[src/hw/rtl/cht_pkg.sv]
// Shared types and constants for the chained hash table engine.
// Used by cht_ctrl, cht_dp and chained_hash_table_engine_top. No dependencies.
`default_nettype none
package cht_pkg;

  localparam int KEY_W = 64;
  localparam int VAL_W = 32;
  localparam int WORD_W = 64;
  localparam int CFG_W = 9;
  localparam int TOTAL_W = 9;
  localparam logic [CFG_W-1:0] RESET_BUCKETS = 9'd109;
  localparam int MOD_BITS_PER_STEP = 8;
  localparam int MOD_STEPS = KEY_W / MOD_BITS_PER_STEP;

  typedef enum logic [1:0] {
    KIND_INSERT = 2'd0,
    KIND_LOOKUP = 2'd1,
    KIND_REMOVE = 2'd2
  } kind_t;

  typedef enum logic [2:0] {
    ST_FOUND    = 3'd0,
    ST_MISSING  = 3'd1,
    ST_UPDATED  = 3'd2,
    ST_INSERTED = 3'd3,
    ST_FULL     = 3'd4,
    ST_KEY_ZERO = 3'd5
  } status_t;

  typedef struct packed {
    logic [1:0]              kind;
    logic [KEY_W-1:0]        key;
    logic signed [VAL_W-1:0] value;
    logic [WORD_W-1:0]       first_payload;
    logic [WORD_W-1:0]       second_payload;
  } req_t;

  typedef struct packed {
    status_t                 status;
    logic signed [VAL_W-1:0] found_value;
    logic [WORD_W-1:0]       found_first;
    logic [WORD_W-1:0]       found_second;
    logic [TOTAL_W-1:0]      entry_total;
  } res_t;

  typedef struct packed {
    logic    clear_step;
    logic    accept;
    logic    mod_step;
    logic    head_rd;
    logic    head_take;
    logic    walk_rd;
    logic    walk_adv;
    logic    lookup_ld;
    logic    upd_wr;
    logic    free_rd;
    logic    ins_wr;
    logic    ins_link;
    logic    rem_unlink;
    logic    rem_free;
    logic    status_ld;
    status_t status;
    logic    out_ld;
  } cmd_t;

  typedef struct packed {
    logic       in_key_zero;
    logic [1:0] in_kind;
    logic [1:0] kind;
    logic       mod_done;
    logic       clear_done;
    logic       cur_null;
    logic       prev_null;
    logic       key_match;
    logic       free_null;
    logic       out_free;
  } sts_t;

endpackage
`default_nettype wire

[src/hw/rtl/cht_ctrl.sv]
// Controller state machine of the chained hash table engine.
// Depends on cht_pkg; drives the commands of cht_dp from its status.
`default_nettype none
module cht_ctrl (
  input  wire logic          clk,
  input  wire logic          rst_n,
  input  wire logic          in_valid,
  input  wire cht_pkg::sts_t sts,
  output cht_pkg::cmd_t      cmd,
  output logic               busy
);

  typedef enum logic [10:0] {
    S_CLEAR     = 11'b000_0000_0001,
    S_IDLE      = 11'b000_0000_0010,
    S_MOD       = 11'b000_0000_0100,
    S_HEAD_RD   = 11'b000_0000_1000,
    S_HEAD_TAKE = 11'b000_0001_0000,
    S_WALK_RD   = 11'b000_0010_0000,
    S_WALK_CMP  = 11'b000_0100_0000,
    S_REM2      = 11'b000_1000_0000,
    S_INS       = 11'b001_0000_0000,
    S_INS2      = 11'b010_0000_0000,
    S_RESULT    = 11'b100_0000_0000
  } state_t;

  state_t state_r, state_nxt;

  assign busy = (state_r != S_IDLE);

  always_comb begin
    cmd = '0;
    cmd.status = cht_pkg::ST_MISSING;
    state_nxt = state_r;
    case (state_r)
      S_CLEAR: begin
        cmd.clear_step = 1'b1;
        if (sts.clear_done) state_nxt = S_IDLE;
      end
      S_IDLE: begin
        if (in_valid) begin
          cmd.accept = 1'b1;
          if (sts.in_key_zero) begin
            cmd.status_ld = 1'b1;
            cmd.status = cht_pkg::ST_KEY_ZERO;
            state_nxt = S_RESULT;
          end else if (sts.in_kind == cht_pkg::KIND_INSERT ||
                       sts.in_kind == cht_pkg::KIND_LOOKUP ||
                       sts.in_kind == cht_pkg::KIND_REMOVE) begin
            state_nxt = S_MOD;
          end else begin
            cmd.status_ld = 1'b1;
            cmd.status = cht_pkg::ST_MISSING;
            state_nxt = S_RESULT;
          end
        end
      end
      S_MOD: begin
        cmd.mod_step = 1'b1;
        if (sts.mod_done) state_nxt = S_HEAD_RD;
      end
      S_HEAD_RD: begin
        cmd.head_rd = 1'b1;
        state_nxt = S_HEAD_TAKE;
      end
      S_HEAD_TAKE: begin
        cmd.head_take = 1'b1;
        state_nxt = S_WALK_RD;
      end
      S_WALK_RD: begin
        if (sts.cur_null) begin
          if (sts.kind == cht_pkg::KIND_INSERT) begin
            if (sts.free_null) begin
              cmd.status_ld = 1'b1;
              cmd.status = cht_pkg::ST_FULL;
              state_nxt = S_RESULT;
            end else begin
              cmd.free_rd = 1'b1;
              state_nxt = S_INS;
            end
          end else begin
            cmd.status_ld = 1'b1;
            cmd.status = cht_pkg::ST_MISSING;
            state_nxt = S_RESULT;
          end
        end else begin
          cmd.walk_rd = 1'b1;
          state_nxt = S_WALK_CMP;
        end
      end
      S_WALK_CMP: begin
        if (sts.key_match) begin
          case (sts.kind)
            cht_pkg::KIND_LOOKUP: begin
              cmd.lookup_ld = 1'b1;
              cmd.status_ld = 1'b1;
              cmd.status = cht_pkg::ST_FOUND;
              state_nxt = S_RESULT;
            end
            cht_pkg::KIND_INSERT: begin
              cmd.upd_wr = 1'b1;
              cmd.status_ld = 1'b1;
              cmd.status = cht_pkg::ST_UPDATED;
              state_nxt = S_RESULT;
            end
            default: begin
              cmd.rem_unlink = 1'b1;
              state_nxt = S_REM2;
            end
          endcase
        end else begin
          cmd.walk_adv = 1'b1;
          state_nxt = S_WALK_RD;
        end
      end
      S_REM2: begin
        cmd.rem_free = 1'b1;
        cmd.status_ld = 1'b1;
        cmd.status = cht_pkg::ST_FOUND;
        state_nxt = S_RESULT;
      end
      S_INS: begin
        cmd.ins_wr = 1'b1;
        if (sts.prev_null) begin
          cmd.status_ld = 1'b1;
          cmd.status = cht_pkg::ST_INSERTED;
          state_nxt = S_RESULT;
        end else begin
          state_nxt = S_INS2;
        end
      end
      S_INS2: begin
        cmd.ins_link = 1'b1;
        cmd.status_ld = 1'b1;
        cmd.status = cht_pkg::ST_INSERTED;
        state_nxt = S_RESULT;
      end
      S_RESULT: begin
        if (sts.out_free) begin
          cmd.out_ld = 1'b1;
          state_nxt = S_IDLE;
        end
      end
      default: begin
        state_nxt = S_CLEAR;
      end
    endcase
  end

  always_ff @(posedge clk) begin
    if (!rst_n) begin
      state_r <= S_CLEAR;
    end else begin
      state_r <= state_nxt;
    end
  end

endmodule
`default_nettype wire

[config.mk]
export PLATFORM = sky130hd
export DESIGN_NAME = cht_ctrl
export DESIGN_NICKNAME = d
export VERILOG_FILES = /design/src/hw/rtl/cht_pkg.sv /design/src/hw/rtl/cht_ctrl.sv
export SDC_FILE = /design/constraint.sdc
export NUM_CORES = 1
export LEC_CHECK = 0
export ABC_AREA = 1
export BUFFER_PORTS_ARGS = -buffer_cell sky130_fd_sc_hd__buf_4
export CAP_MARGIN = 40
export CORE_MARGIN = 4
export CORE_UTILIZATION = 52
export CTS_CLUSTER_DIAMETER = 100
export CTS_CLUSTER_SIZE = 10
export DETAILED_ROUTE_END_ITERATION = 10
export PLACE_DENSITY = 0.83
export SLEW_MARGIN = 20
export SYNTH_ARGS = -nofsm -noshare
export SYNTH_HDL_FRONTEND = slang
export SYNTH_SLANG_ARGS = --single-unit
export TNS_END_PERCENT = 100
[constraint.sdc]
create_clock -name clk -period 3.7 [get_ports clk]
set_clock_uncertainty 0.2 [all_clocks]
set_input_delay 0.74 -clock clk [delete_from_list [all_inputs] [get_ports clk]]
set_output_delay 0.74 -clock clk [all_outputs]
set_load 0.005 [all_outputs]
Word-level counts from Yosys, hierarchy flattened
Index checks and enable logic that the tools add are counted.
{"block": "totals", "input_bits": 15, "regBits": 11, "elab_cells": 75, "out_inout_bits": 20}
{"block": "classes", "n_reduce_logical": 7, "n_eq_ne": 19, "n_mux": 48}
{"cell": "two-way mux 11 bit", "n": 12}
{"cell": "case mux 11 bit (10 select lines)", "n": 1}
{"cell": "two-way mux 4 bit", "n": 8}
{"cell": "case mux 4 bit (6 select lines)", "n": 1}
{"cell": "two-way mux 1 bit", "n": 23}
{"cell": "== test 11 x 1 -> 1 bit, second input constant", "n": 1}
{"cell": "== test 11 x 10 -> 1 bit, second input constant", "n": 1}
{"cell": "== test 11 bit, second input constant", "n": 1}
{"cell": "== test 11 x 2 -> 1 bit, second input constant", "n": 1}
{"cell": "== test 11 x 3 -> 1 bit, second input constant", "n": 1}
{"cell": "== test 11 x 4 -> 1 bit, second input constant", "n": 1}
{"cell": "== test 11 x 5 -> 1 bit, second input constant", "n": 1}
{"cell": "== test 11 x 6 -> 1 bit, second input constant", "n": 1}
{"cell": "== test 11 x 7 -> 1 bit, second input constant", "n": 1}
{"cell": "== test 11 x 8 -> 1 bit, second input constant", "n": 1}
{"cell": "== test 11 x 9 -> 1 bit, second input constant", "n": 1}
{"cell": "!= test 11 x 2 -> 1 bit, second input constant", "n": 1}
{"cell": "!= test 2 bit, second input constant", "n": 4}
{"cell": "case mux 4 bit (2 select lines)", "n": 1}
{"cell": "== test 2 x 1 -> 1 bit, second input constant", "n": 2}
{"cell": "logical NOT 2 bit", "n": 2}
{"cell": "AND reduction 4 bit", "n": 1}
{"cell": "OR reduction 2 bit", "n": 2}
{"cell": "two-way mux 3 bit", "n": 1}
{"cell": "other kinds (3)", "n": 4}

Longest topological paths before layout
{"block": "logic_depth", "ltp_word": 7, "depth_mapped": 10, "mapped_depth_nobuf": 10}

Worst setup path before layout
Ideal clock, no wire load.
{"block": "synth_path", "path_type": "input to output", "start": "input port sts[8] in the netlist's numbering", "end": "output port cmd[4] in the netlist's numbering", "path_buffers": 0, "stages": 8, "t_required_ns": 2.760, "slack_ns": 1.477, "t_arrival_ns": 1.283, "cell_sequence": "inv_1 nand2_1 nor2_1 inv_1 nand2_1 nor2_1 nor2_1 nand4_1"}
{"element": "start, declared", "line": "cht_ctrl.sv:8", "text": "input wire cht_pkg::sts_t sts,"}
{"element": "end, declared", "line": "cht_ctrl.sv:9", "text": "output cht_pkg::cmd_t cmd,"}

==> results_dict.tcl <==
set metrics [dict create \
    vdd_drop_max_v 0.000195 \
    reg_top3 "state_r (11)" \
    final_common_cell "nand2_1" \
    nNetsFinal 222 \
    finalWirelength_um 2620 \
    grt_max_degree 12 \
    synthAdderAreaFrac 0 \
    post_cts_buffers 0 \
    synth-xor-area-share 0 \
    rsz0062_at_grt "no" \
    setup_viol 0 \
    holdBufCountCts 0 \
    numCtsBuffers 3 \
    cp_max_fo 5 \
    vias 1153 \
    final_hold_viol_count 0 \
    required_ns 2.76 \
    final_layout_size_suffix_gt1_frac 0.301 \
    num-fill-cells 153 \
    final_core_util 0.730 \
    globalRouteOverflowTotal 0 \
    detail_route.first_pass.iterations 4 \
    post_drt_via_cell_ratio 4.99 \
    routedWlPerCell_um 11.3 \
    clkLatencyLatePin_ns 0.28 \
    ys_types 22 \
    largest_register_ffs 11 \
    synthSimpleGateAreaFrac 0.552 \
    cts_htree_levels 1 \
    chipWidth_um 51.2 \
    netlist_instances 169 \
    cts_root_buffer "clkbuf_4" \
    core_mm2 0.00175 \
    ys_warn_count 0 \
    gp_congestion 0.865 \
    arrival_ns 1.68 \
    fin_crit_sh 0.708 \
    syn_to_final_growth_pct 31.5 \
    stdcell_area_mm2 0.00127 \
    path_clk_slew_ns 0.07 \
    finalPower_uw 318 \
    diodes 0 \
    worstMarginPinSlew_ns 0.428 \
    top_register "state_r" \
    die_h_um 51.2 \
    final_antenna_net_count 0 \
    placed_area_mm2 0.00125 \
    total_leakage_power_uw 0.000738 \
    syn_area_um2 968 \
    path_class "flip-flop to output port" \
    port-buffer-count 34 \
    ioPinCount 35 \
    fin_crit_ns 2.62 \
    fmax_mhz 382 \
    start_kind "flip-flop" \
    die_area_mm2 0.00262 \
    synth-edff-count 0 \
    synth_compound_gate_area_share 0.0659 \
    synth_async_sr_flop_share 0 \
    cp-end-kind "output port" \
    initial_core_util 0.555 \
    tritoncts "done" \
    slew_violations 0 \
    cts.repair.resized 0 \
    hp-class "flip-flop to flip-flop" \
    maxCapViolations 0 \
    cts_sinks 11 \
    p_per_area_mw_per_mm2 250 \
    track_usage 0.222 \
    ys_ff_latch 11 \
    final_cell_mix "36 x nand2_1, 34 x buf_4, 32 x inv_1" \
    first_iter_violations 52 \
    yosys_most_used_dff "dfxtp_1" \
    synth.avg_cell_area_um2 5.73 \
    yosys-mux-area-fraction 0 \
    synth_top_family_by_area "simple AND/OR/NAND/NOR gates" \
    rows 15 \
    grt_antenna_before_repair 0 \
    synthesis.nets 184 \
    clockBufferDepth 2 \
    tns_ns 0 \
    status "complete, no violations" \
    grt_pass1_vias 1071 \
    remaining_drc_errors 0 \
    ys_seq_area_frac 0.227 \
    post-dp-hpwl_um 2150 \
    slew_headroom 0.715 \
    grt_pass1_wl_um 4410 \
]
where the power goes:
part	switching, uW	internal (uW)	total (uW)
Sequential	4.51	123	128
Combinational	59.6	43.9	104
Clock	45.1	41.8	86.9
Total	109	209	318
critical path, stage by stage (launching register included):
cell     delay [ns]
dfxtp_1        0.33
nor2_2         0.15
nand2_2        0.12
nor2_4         0.18
nand2_1        0.16
o21ai_1        0.15
nor2_1         0.06
nand3_1        0.08
nand2_1        0.05
buf_4          0.13
metrics by stage:
| step | cells | hold WS (ns) | setup WS (ns) |
|---|---|---|---|
| after floorplan | 169 | 0.357 | 1.48 |
| final | 231 | 0.418 | 1.08 |
| after detailed placement | 227 | 0.409 | 1.13 |
| after global routing | 231 | 0.434 | 0.951 |
| after global placement | 227 | 0.395 | 1.18 |
| after CTS | 231 | 0.419 | 1.09 |
worst paths after layout:
| check | start | to | slack (ns) | depth (start not counted) |
|---|---|---|---|---|
| worst max-delay path | state_r[0] | cmd[1] | 1.08 | 9 |
| worst min-delay path | state_r[3] | state_r[4] | 0.42 | 4 |
| worst max register to register | state_r[8] | state_r[1] | 1.97 | 10 |
| worst min register to register | state_r[3] | state_r[4] | 0.42 | 4 |
cell usage after synthesis, types with 2 or more instances:
cell / n / share of area
inv_1: 32 / 0.12
nand2_1: 36 / 0.14
dfxtp_1: 11 / 0.23
nor4_1: 2 / 0.013
o21ai_1: 2 / 0.010
nor2_2: 6 / 0.039
nor2_1: 28 / 0.11
nor3_1: 7 / 0.036
nand4_1: 4 / 0.026
inv_2: 6 / 0.023
nand2_2: 5 / 0.032
a21oi_1: 2 / 0.010
nand3_1: 15 / 0.078
nor2_4: 5 / 0.058
final cells by class:
type,count,area (um2),area share
clock buffer,4,26.3,0.0206
multi-input combinational,119,598,0.470
sequential,11,220,0.173
timing repair buffer,34,255,0.200
inverter,38,143,0.112
tap,25,31.3,0.0246
logic make-up (layout without fill, tap and decap cells):
kind of cell / after synthesis / in the layout
AND/OR/NAND/NOR: 110 / 110
AO/OA/AOI/OAI: 9 / 9
flip-flops: 11 / 11
buffers and inverters: 39 / 76
per-layer routing:
| metal | up-vias | wire (um) | global-route usage |
|---|---|---|---|
| met2 | 37 | 1300 | 0.388 |
| li1 | 598 | - | - |
| met1 | 512 | 1140 | 0.269 |
| met5 | - | 0 | 0 |
| met4 | 0 | 40 | 0.0897 |
| met3 | 6 | 138 | 0.0350 |
Note: power is estimated with default switching activity, not from simulation.
